**src/design/cdad_pkg.sv**
```systemverilog
package cdad_pkg;

   // Field widths of the request and response channels.
   localparam int YEAR_W   = 14;
   localparam int MONTH_W  = 4;
   localparam int DAY_W    = 5;
   localparam int OFFSET_W = 21;

   // Calendar bounds and the constants of the leap-year rule.
   localparam logic [YEAR_W-1:0]  YEAR_MIN    = 14'd1;
   localparam logic [YEAR_W-1:0]  YEAR_MAX    = 14'd9999;
   localparam logic [MONTH_W-1:0] MONTH_JAN   = 4'd1;
   localparam logic [MONTH_W-1:0] MONTH_DEC   = 4'd12;
   localparam logic [DAY_W-1:0]   DAY_FIRST   = 5'd1;
   localparam logic [DAY_W-1:0]   DEC_DAYS    = 5'd31;
   localparam logic [YEAR_W-1:0]  CENTURY     = 14'd100;
   localparam logic [YEAR_W-1:0]  CYCLE_YEARS = 14'd400;
   localparam int                 MONTHS      = 12;

   // Month lengths: common year first, then leap year.
   localparam logic [DAY_W-1:0] MONTH_LEN_TABLE [2*MONTHS] = '{
      5'd31, 5'd28, 5'd31, 5'd30, 5'd31, 5'd30,
      5'd31, 5'd31, 5'd30, 5'd31, 5'd30, 5'd31,
      5'd31, 5'd29, 5'd31, 5'd30, 5'd31, 5'd30,
      5'd31, 5'd31, 5'd30, 5'd31, 5'd30, 5'd31
   };

   typedef struct packed {
      logic [YEAR_W-1:0]  year;
      logic [MONTH_W-1:0] month;
      logic [DAY_W-1:0]   day;
   } date_type;

   // Outcome of one walk step of the shared month unit.
   typedef struct packed {
      date_type            date;
      logic [OFFSET_W-1:0] rem;
      logic [YEAR_W-1:0]   cycle_pos;
      logic                done;
      logic                clamped;
   } step_type;

   // Length of a month (1..12) in a common or leap year.
   function automatic logic [DAY_W-1:0] month_length(input logic leap,
                                                      input logic [MONTH_W-1:0] month);
      logic [4:0] idx;
      idx = leap ? (5'(month) + 5'(MONTHS) - 5'd1) : (5'(month) - 5'd1);
      return MONTH_LEN_TABLE[idx];
   endfunction

endpackage

```
**src/design/cdad_step_unit.sv**
```systemverilog
module cdad_step_unit (
   input  cdad_pkg::date_type                   date,
   input  logic [cdad_pkg::OFFSET_W-1:0]        rem,
   input  logic [cdad_pkg::YEAR_W-1:0]          cycle_pos,
   output logic [cdad_pkg::DAY_W-1:0]           cur_len,
   output cdad_pkg::step_type                   step
);
   import cdad_pkg::*;

   logic                leap;
   logic [DAY_W-1:0]    prev_len;
   logic [DAY_W-1:0]    gap;
   logic [OFFSET_W:0]   back_sum;
   logic                rem_zero;
   logic                rem_neg;
   logic                fits_fwd;
   logic                fits_back;
   logic [YEAR_W-1:0]   pos_inc;
   logic [YEAR_W-1:0]   pos_dec;

   // Leap test: the year's place in the 400-year cycle settles the century rule.
   assign leap = (date.year[1:0] == 2'b00) && (cycle_pos != CENTURY) &&
                 (cycle_pos != 14'(2 * CENTURY)) && (cycle_pos != 14'(3 * CENTURY));

   assign cur_len  = month_length(leap, date.month);
   assign prev_len = (date.month == MONTH_JAN) ? DEC_DAYS
                                               : month_length(leap, date.month - 4'd1);

   // Days left in the current month after the current day.
   assign gap = cur_len - date.day;

   assign rem_zero  = (rem == '0);
   assign rem_neg   = rem[OFFSET_W-1];
   assign fits_fwd  = (rem <= OFFSET_W'(gap));
   assign back_sum  = {rem[OFFSET_W-1], rem} + (OFFSET_W+1)'(date.day);
   assign fits_back = !back_sum[OFFSET_W] && (back_sum != '0);

   assign pos_inc = (cycle_pos == CYCLE_YEARS - 14'd1) ? '0 : cycle_pos + 14'd1;
   assign pos_dec = (cycle_pos == '0) ? CYCLE_YEARS - 14'd1 : cycle_pos - 14'd1;

   // One month boundary per step, forward or backward.
   always_comb begin
      step.date      = date;
      step.rem       = rem;
      step.cycle_pos = cycle_pos;
      step.done      = 1'b0;
      step.clamped   = 1'b0;
      priority if (rem_zero) begin
         step.done = 1'b1;
      end else if (!rem_neg) begin
         if (fits_fwd) begin
            step.date.day = date.day + rem[DAY_W-1:0];
            step.rem      = '0;
            step.done     = 1'b1;
         end else begin
            step.rem      = rem - OFFSET_W'(gap) - OFFSET_W'(1);
            step.date.day = DAY_FIRST;
            if (date.month == MONTH_DEC) begin
               if (date.year == YEAR_MAX) begin
                  step.date.day = DEC_DAYS;
                  step.done     = 1'b1;
                  step.clamped  = 1'b1;
               end else begin
                  step.date.year  = date.year + 14'd1;
                  step.date.month = MONTH_JAN;
                  step.cycle_pos  = pos_inc;
               end
            end else begin
               step.date.month = date.month + 4'd1;
            end
         end
      end else begin
         if (fits_back) begin
            step.date.day = back_sum[DAY_W-1:0];
            step.rem      = '0;
            step.done     = 1'b1;
         end else begin
            step.rem = back_sum[OFFSET_W-1:0];
            if (date.month == MONTH_JAN) begin
               if (date.year == YEAR_MIN) begin
                  step.date.day = DAY_FIRST;
                  step.done     = 1'b1;
                  step.clamped  = 1'b1;
               end else begin
                  step.date.year  = date.year - 14'd1;
                  step.date.month = MONTH_DEC;
                  step.date.day   = DEC_DAYS;
                  step.cycle_pos  = pos_dec;
               end
            end else begin
               step.date.month = date.month - 4'd1;
               step.date.day   = prev_len;
            end
         end
      end
   end

endmodule

```
**src/design/calendar_date_add_days.sv**
```systemverilog
// Gregorian date plus a signed day offset.
// Request channel: drive req_start_year, req_start_month, req_start_day and
// req_day_offset with start high; the transfer takes place at a rising edge
// where start is high and busy is low. busy stays high until the result is out.
// Response channel: rsp_strobe is high for exactly one cycle with the result
// date and rsp_out_of_range on the rsp_ ports. The receiver cannot stall, so
// the result must be taken in that cycle.
// Operation: the start year is reduced modulo 400 by repeated subtraction in
// ST_REDUCE, the start day is clamped in ST_CLAMP, and then in ST_WALK the
// shared month unit crosses one month boundary per cycle until the offset is
// used up. One item is in flight at a time, and busy falls as the strobe
// rises, so a new request can be transferred at the edge that ends the
// strobe cycle.
// A result outside years 1..9999 clamps to 0001-01-01 or 9999-12-31 with
// rsp_out_of_range set. Out-of-range start fields are clamped to valid values.
// Reset is synchronous: it returns the block to idle and drops the strobe.
module calendar_date_add_days (
   input  logic                                clock,
   input  logic                                reset,
   input  logic                                start,
   output logic                                busy,
   input  logic [cdad_pkg::YEAR_W-1:0]         req_start_year,
   input  logic [cdad_pkg::MONTH_W-1:0]        req_start_month,
   input  logic [cdad_pkg::DAY_W-1:0]          req_start_day,
   input  logic signed [cdad_pkg::OFFSET_W-1:0] req_day_offset,
   output logic                                rsp_strobe,
   output logic [cdad_pkg::YEAR_W-1:0]         rsp_result_year,
   output logic [cdad_pkg::MONTH_W-1:0]        rsp_result_month,
   output logic [cdad_pkg::DAY_W-1:0]          rsp_result_day,
   output logic                                rsp_out_of_range
);
   import cdad_pkg::*;

   typedef enum logic [3:0] {
      ST_IDLE   = 4'b0001,
      ST_REDUCE = 4'b0010,
      ST_CLAMP  = 4'b0100,
      ST_WALK   = 4'b1000
   } state_type;

   state_type           state_ff, state_in;
   date_type            date_ff, date_in;
   logic [OFFSET_W-1:0] rem_ff, rem_in;
   logic [YEAR_W-1:0]   pos_ff, pos_in;
   logic                strobe_ff, strobe_in;
   date_type            res_ff, res_in;
   logic                oor_ff, oor_in;

   logic                accept;
   date_type            start_date;
   logic [DAY_W-1:0]    cur_len;
   step_type            step;

   assign busy   = (state_ff != ST_IDLE);
   assign accept = start && !busy;

   // Year and month clamps of the incoming date.
   always_comb begin
      start_date.year  = req_start_year;
      start_date.month = req_start_month;
      start_date.day   = req_start_day;
      if (req_start_year < YEAR_MIN) start_date.year = YEAR_MIN;
      if (req_start_year > YEAR_MAX) start_date.year = YEAR_MAX;
      if (req_start_month < MONTH_JAN) start_date.month = MONTH_JAN;
      if (req_start_month > MONTH_DEC) start_date.month = MONTH_DEC;
   end

   // Shared month unit.
   cdad_step_unit u_step (
      .date      (date_ff),
      .rem       (rem_ff),
      .cycle_pos (pos_ff),
      .cur_len   (cur_len),
      .step      (step)
   );

   // Sequencer.
   always_comb begin
      state_in  = state_ff;
      date_in   = date_ff;
      rem_in    = rem_ff;
      pos_in    = pos_ff;
      strobe_in = 1'b0;
      res_in    = res_ff;
      oor_in    = oor_ff;
      unique case (state_ff)
         ST_IDLE: begin
            if (accept) begin
               date_in  = start_date;
               rem_in   = req_day_offset;
               pos_in   = start_date.year;
               state_in = ST_REDUCE;
            end
         end
         ST_REDUCE: begin
            if (pos_ff >= CYCLE_YEARS) begin
               pos_in = pos_ff - CYCLE_YEARS;
            end else begin
               state_in = ST_CLAMP;
            end
         end
         ST_CLAMP: begin
            if (date_ff.day < DAY_FIRST) date_in.day = DAY_FIRST;
            if (date_ff.day > cur_len) date_in.day = cur_len;
            state_in = ST_WALK;
         end
         ST_WALK: begin
            date_in = step.date;
            rem_in  = step.rem;
            pos_in  = step.cycle_pos;
            if (step.done) begin
               res_in    = step.date;
               oor_in    = step.clamped;
               strobe_in = 1'b1;
               state_in  = ST_IDLE;
            end
         end
         default: begin
            state_in = ST_IDLE;
         end
      endcase
   end

   always_ff @(posedge clock) begin
      if (reset) begin
         state_ff  <= ST_IDLE;
         strobe_ff <= 1'b0;
      end else begin
         state_ff  <= state_in;
         strobe_ff <= strobe_in;
      end
   end

   always_ff @(posedge clock) begin
      date_ff <= date_in;
      rem_ff  <= rem_in;
      pos_ff  <= pos_in;
      res_ff  <= res_in;
      oor_ff  <= oor_in;
   end

   assign rsp_strobe       = strobe_ff;
   assign rsp_result_year  = res_ff.year;
   assign rsp_result_month = res_ff.month;
   assign rsp_result_day   = res_ff.day;
   assign rsp_out_of_range = oor_ff;

`ifndef SYNTHESIS
   // A transfer always starts a busy period.
   a_accept_busy: assert property (@(posedge clock) disable iff (reset)
      accept |=> busy)
      else $error("busy did not rise after a request transfer");

   // The result appears as the block goes back to idle, for one cycle only.
   a_strobe_idle: assert property (@(posedge clock) disable iff (reset)
      rsp_strobe |-> !busy && $past(busy))
      else $error("result strobe without a finished walk");

   // A clamped result is one of the two calendar bounds.
   a_clamp_bound: assert property (@(posedge clock) disable iff (reset)
      rsp_strobe && rsp_out_of_range |->
         (rsp_result_year == YEAR_MIN && rsp_result_month == MONTH_JAN &&
          rsp_result_day == DAY_FIRST) ||
         (rsp_result_year == YEAR_MAX && rsp_result_month == MONTH_DEC &&
          rsp_result_day == DEC_DAYS))
      else $error("clamped result is not a calendar bound");

   // While walking, the cycle position is reduced and the day is a real day.
   a_walk_state: assert property (@(posedge clock) disable iff (reset)
      state_ff == ST_WALK |-> pos_ff < CYCLE_YEARS && date_ff.day != '0 &&
                              date_ff.day <= cur_len)
      else $error("walk state holds an unreduced year or a bad day");

   // The year position tracks the year across every walk step.
   a_pos_track: assert property (@(posedge clock) disable iff (reset)
      state_ff == ST_WALK && !step.done && step.date.year != date_ff.year |=>
         pos_ff != $past(pos_ff))
      else $error("year changed without moving the cycle position");
`endif

endmodule
```
**config.mk**
```make
export PLATFORM = sky130hd
export DESIGN_NAME = calendar_date_add_days
export DESIGN_NICKNAME = d
export VERILOG_FILES = /design/src/design/cdad_pkg.sv /design/src/design/cdad_step_unit.sv /design/src/design/calendar_date_add_days.sv
export SDC_FILE = /design/constraint.sdc
export NUM_CORES = 1
export LEC_CHECK = 0
export ABC_AREA = 1
export BUFFER_PORTS_ARGS = -buffer_cell sky130_fd_sc_hd__buf_2
export CAP_MARGIN = 30
export CORE_MARGIN = 3
export CORE_UTILIZATION = 52
export CTS_BUF_LIST = sky130_fd_sc_hd__clkbuf_16
export DETAILED_ROUTE_END_ITERATION = 10
export GPL_ROUTABILITY_DRIVEN = 0
export PLACE_DENSITY = 0.73
export RECOVER_POWER = 100
export SYNTH_ARGS = -nofsm -noshare
export SYNTH_HDL_FRONTEND = slang
export SYNTH_SLANG_ARGS = --single-unit
```
**constraint.sdc**
```tcl
create_clock -name clock -period 6.9 [get_ports clock]
set_input_delay 0.69 -clock clock [delete_from_list [all_inputs] [get_ports clock]]
set_output_delay 0.69 -clock clock [all_outputs]
set_load 0.02 [all_outputs]
```
# [Yosys cells after proc, flatten, opt, wreduce, memory -nomap -nowiden]
# Memory sizes are Yosys's and may differ from the RTL's.
# Cells that the tools add are included.
# W data, S select, Z words.
[word_totals] reg_bits=87 romBits=320 elab_cells=146 n_memories=2 input_bits=47
[memory_table] name="(no name shown)" words=32 word_bits=5 rd=1 rd_clocked_by_memory_dff=0 wr=0 line="cdad_pkg.sv:48" source="return MONTH_LEN_TABLE[idx];"
[memory_table] name="(no name shown)" words=32 word_bits=5 rd=1 rd_clocked_by_memory_dff=0 wr=0 line="cdad_pkg.sv:48"
[op_classes] n_lt_le_gt_ge=10 bitwise_logic=3 n_mux=56 add_sub_neg=18 eq_ne=25 n_reduce_logical=21
[op_table] cell="$mux W14" count=12
[op_table] cell="$mux W18" count=5
[op_table] cell="$mux W60" count=1
[op_table] cell="$mux W58" count=1
[op_table] cell="$mux W5" count=11
[op_table] cell="$mux W26" count=2
[op_table] cell="$pmux W14 S3" count=1
[op_table] cell="$pmux W21 S2" count=1
[op_table] cell="$pmux W18 S2" count=1
[op_table] cell="$mux W16" count=2
[op_table] cell="$add A14 B1 Y14 const B" count=2
[op_table] cell="$sub A14 B1 Y14 const B" count=2
[op_table] cell="$mux W4" count=6
[op_table] cell="$mux W23" count=1
[op_table] cell="$add A21 B6 Y22" count=1
[op_table] cell="$reduce_bool A22 Y1" count=1
[op_table] cell="$le A21 B5 Y1" count=1
[op_table] cell="$logic_not A21 Y1" count=1
[op_table] cell="$mux W21" count=1
[op_table] cell="$sub A21 B1 Y21 const B" count=1
[op_table] cell="$sub A21 B5 Y21" count=1
[op_table] cell="$pmux W4 S4" count=1
[op_table] cell="$ne A3 B3 Y1 const B" count=5
[op_table] cell="$pmux W5 S3" count=1
[op_table] cell="other kinds (44)" count=71

# [Longest topological paths before layout]
[depth] depth_word=17 ltp_mapped=38 depth_no_buf=38

# [Cells and area by module]
# From an unflattened synthesis, not the netlist that was laid out.
[unflattened] cells_unflattened=1557 hier_area_um2=9484.1
[by_module_without_submodules] mod="cdad_step_unit" area_each_um2=5340.1 cells_each=1113 n_inst=1
[by_module_without_submodules] mod="calendar_date_add_days" area_each_um2=4144.0 cells_each=444 n_inst=1

# [Worst setup path before layout]
# OpenSTA, ideal clock, no wires.
[synth_path] kind="register to register" start="reg pos_ff[4]" end="reg oor_ff, in the netlist rsp_out_of_range, enable pin" setup_slack_ps=1144 stages_incl_launch_ff=32 n_path_buf=1 arrival_time_ps=5342 synth_period_minus_slack_ps=5756 path_cell_list="edfxtp_1 -> inv_1 -> ha_1 -> nand3_1 -> nor3_1 -> a21boi_1 -> nand2_2 -> inv_2 -> nand2_1 -> nand2_1 -> nand2_1 -> o21ai_0 -> nand2_1 -> o21ai_1 -> nand2_1 -> and2_1 -> ha_1 -> fa_1 -> nand3_1 -> xor2_1 -> ha_1 -> a21o_1 -> nor2_1 -> nand4_1 -> nand2_1 -> buf_2 -> a21oi_1 -> inv_1 -> nand2_1 -> inv_1 -> nor2_1 -> a21oi_1"
[synth_via] elab_chain_len=15
[synth_lines] item="from (decl)" line="calendar_date_add_days.sv:44" source="logic [YEAR_W-1:0] pos_ff, pos_in;"
[synth_lines] item="from (signal assigned)" line="calendar_date_add_days.sv:137" source="pos_ff <= pos_in;"
[synth_lines] item="$ne A14 B7 Y1" line="cdad_step_unit.sv:22" source="assign leap = (date.year[1:0] == 2'b00) && (cycle_pos != CENTURY) &&"
[synth_lines] item="$logic_and A1 B1 Y1 (2 in a row)" line="cdad_step_unit.sv:22"
[synth_lines] item="$logic_and A1 B1 Y1 *" line="cdad_step_unit.sv:23" source="(cycle_pos != 14'(2 * CENTURY)) && (cycle_pos != 14'(3 * CENTURY));"
[synth_lines] item="$mux W5 *" line="cdad_pkg.sv:47" source="idx = leap ? (5'(month) + 5'(MONTHS) - 5'd1) : (5'(month) - 5'd1);"
[synth_lines] item="$not A5 Y6 (not written as such) *" line="cdad_pkg.sv:48"
[synth_lines] item="$mem_v2 Z32 W5 *"
[synth_lines] item="$mux W5 (not written as such) * (2 in a row)" line="cdad_pkg.sv:48"
[synth_lines] item="$sub A5 B5 Y5 *" line="cdad_step_unit.sv:30" source="assign gap = cur_len - date.day;"
[synth_lines] item="$le A21 B5 Y1 *" line="cdad_step_unit.sv:34" source="assign fits_fwd = (rem <= OFFSET_W'(gap));"
[synth_lines] item="$mux W1 *" line="cdad_step_unit.sv:51" source="if (fits_fwd) begin"
[synth_lines] item="$mux W60 *" line="cdad_step_unit.sv:50" source="end else if (!rem_neg) begin"
[synth_lines] item="$mux W1 *" line="cdad_step_unit.sv:48" source="priority if (rem_zero) begin"
[synth_lines] item="$reduce_and A2 Y1 (no line) *"
[synth_lines] item="to (signal assigned)" line="calendar_date_add_days.sv:139" source="oor_ff <= oor_in;"
[synth_lines] item="to (decl)" line="calendar_date_add_days.sv:47" source="logic oor_ff, oor_in;"
# Every way passes the cells marked *; elsewhere a longest branch is shown, timed or not. The select of a mux whose other input is x is not followed.
# A chain may end at the register's enable or synchronous reset.

==> run summary <==
Final Max Slew Viols = 0
WL per Instance = 16.61 um
Final #Nets = 1476
Crit-path slowest cell = o21ai_0
Postcts setup bufs = 0
Final period util = 88.99%
Worst Path Max Fanout = 22
Count of input and output buffers = 72
Yosys top cell area share = 28.14%
Drt pass-1 iters = 7
Top cells by count, synth = 384 x nand2_1, 151 x inv_1, 141 x nand3_1
Critical path's largest stage delay = 0.57 ns
# clock sinks = 87
Worst endpoint required time = 7.00 ns
Core ar. = 16170 um2
Static Leak = 4.283 nW
# DRC = 0
HP Class = input pin to flip-flop
Synth Cell Area = 8750 um2
Clock root buffer = clkbuf_16
RSZ-0062 raised after global routing = false
Main synth FF type = edfxtp_1
Synth area leaders = edfxtp_1 28%, nand2_1 16%, nand3_1 8.1%, inv_1 6.5%, o21ai_0 5.8%
Number of placed I/O pins = 73
Total track usage = 28.91%
Async SR Flop Fraction = 0%
Fraction of layout cells with a size suffix above 1 = 7.307%
Synthesized area per cell = 6.505 um2
Antenna Violating Nets Remaining = 0
Gr ovfl total = 0
Number of flops mapped to enable cells by yosys = 82
Clk slew on worst S/H paths = 0.07 ns
Maximum clock frequency = 162.9 MHz
Outcome = finished clean
Filler instances = 1607
Synth cell types = 55
CP arrival = 6.24 ns
Total Routed Length = 26.77 mm
Max cap viols = 0
Crit path kind = flip-flop to flip-flop
Post-Route Setup TNS = 0 ns
Vias = 9325
Site Rows = 46
Post-layout total power = 1.863 mW
Post-Syn Nets = 1430
FF-to-FF setup slack = 0.76 ns
Final Critical Period = 6.140 ns
CTS tree = built
Worst-Skew Late Latency = 0.35 ns
Worst Skew = 0.01131 ns
HPWL after DPL = 19.60 mm
Setup violators final = 0
Worst-Margin Slew = 1.366 ns
Largest net degree at the start of global routing = 59
Initial antenna violation count = 1
Worst setup SP type = flip-flop
CTS max path bufs = 2
P&R area growth vs syn = 8.380%
Iter 0 DRT Violations = 1337
Post-Syn Instances = 1345
Via/cell ratio = 5.785
CTS buffer count = 9
CTS H-tree lvls = 3
DIE AREA = 18420 um2
Post-synthesis register bit count = 87
Slew margin rel. = 8.964%
Maximum vdd ir drop = 120.7 uV
Yosys warning total = 0
Cell with the most instances after synthesis = nand2_1
Starting Density = 54.10%
Vias in the first global route = 8458
Worst Setup End Kind = flip-flop
Part of the Yosys area used for sequential elements = 29.29%
Leading area contributor after synthesis = edfxtp_1
Pwr/cell area = 196.4 nW/um2
N_diodes = 0
Chip Width = 135.7 um
CP most frequent cell = nand2_1
Final Hold Fails = 0
First-pass GRT wire length = 42.56 mm
Die Height = 135.7 um
## where the power goes
| part | internal [mW] | switching (mW) | total (mW) | leakage, nW |
|---|---|---|---|---|
| clock | 0.248 | 0.234 | 0.483 | 0.133 |
| sequential | 0.642 | 0.0709 | 0.713 | 0.812 |
| combinational | 0.216 | 0.451 | 0.667 | 3.34 |
## routing by layer
layer  wire length [um]  vias up  track usage, %
met5                 12        -               0
met4                530        2           8.679
met3               2871       54           6.798
met2              11930      523           44.72
met1              11430     4174           40.35
li1                   -     4572               -
## logic make-up after synthesis
group                      share of synthesized area (%)
DFF                                                29.29
buffers and inverters                              9.338
adders and majority gates                          5.691
AOI/OAI and AO/OA                                  14.49
xor gates and xnor gates                           4.304
and+or+nand+nor                                    36.89
## registers in the layout, summed over array words and instances (netlist names)
name and count:
state_ff 4, rem_ff 21, pos_ff 14, rsp_result_month 4, rsp_out_of_range 1, rsp_strobe 1
date_ff 23, rsp_result_year 14, rsp_result_day 5
## area by class of cell
cell class | count | area (um2) | area share [%]
Clock inverter | 7 | 55.05 | 0.5806
Timing Repair inverter | 1 | 7.507 | 0.07917
Sequential cell | 87 | 2562 | 27.02
Tap cell | 216 | 270.3 | 2.850
Timing Repair Buffer | 81 | 387.9 | 4.090
Clock buffer | 9 | 225.2 | 2.375
Multi-Input combinational cell | 1054 | 5381 | 56.75
Inverter | 157 | 593.1 | 6.254
## worst paths after layout
check	end	startpoint	cells past startpoint
min	state_ff[2]	reset	2
max	date_ff[21]	pos_ff[4]	33
max reg2reg	date_ff[21]	pos_ff[4]	33
min reg2reg	state_ff[3]	state_ff[2]	2
## cells in the final DEF (no fill, tap or decap), drive strengths merged, types with 13 or more instances in the layout
cell type    n
nor2       135
clkbuf      38
nand3      142
ha          35
buf         52
inv        157
edfxtp      82
o211ai      13
a21oi       49
o21ai      121
xor2        38
nand2      393
nor3        36
nand4       18
## through the flow
step | instances | utilization (%) | setup WS [ns] | hold WS, ns | area [um2]
3_5_place_dp | 1595 | 57.09 | 0.6439 | 0.6493 | 9233
5_1_grt | 1612 | 58.63 | 0.03159 | 0.5884 | 9483
3_3_place_gp | 1595 | 57.09 | 0.9149 | 0.6489 | 9233
6_report | 1612 | 58.63 | 0.7599 | 0.5854 | 9483
4_1_cts | 1611 | 58.82 | 0.6254 | 0.5698 | 9513
2_1_floorplan | 1345 | - | 1.144 | 0.5236 | 8750
## critical path: cells and delay by family (launching register included)
kind / cells / cell delay [ns]
xor gates and xnor gates: 1 / 0.09
adders and majority gates: 4 / 1.17
and+or+nand+nor: 18 / 2.42
buffers and inverters: 3 / 0.33
AOI/OAI and AO/OA: 7 / 1.39
DFF: 1 / 0.49
## timing repair
action,in CTS,in global routing
resized for setup,0,3
hold buffers,0,0
endpoints found under the setup margin,0,50
endpoints found under the hold margin,0,0
No activity file was read; power rests on OpenSTA's default activity.
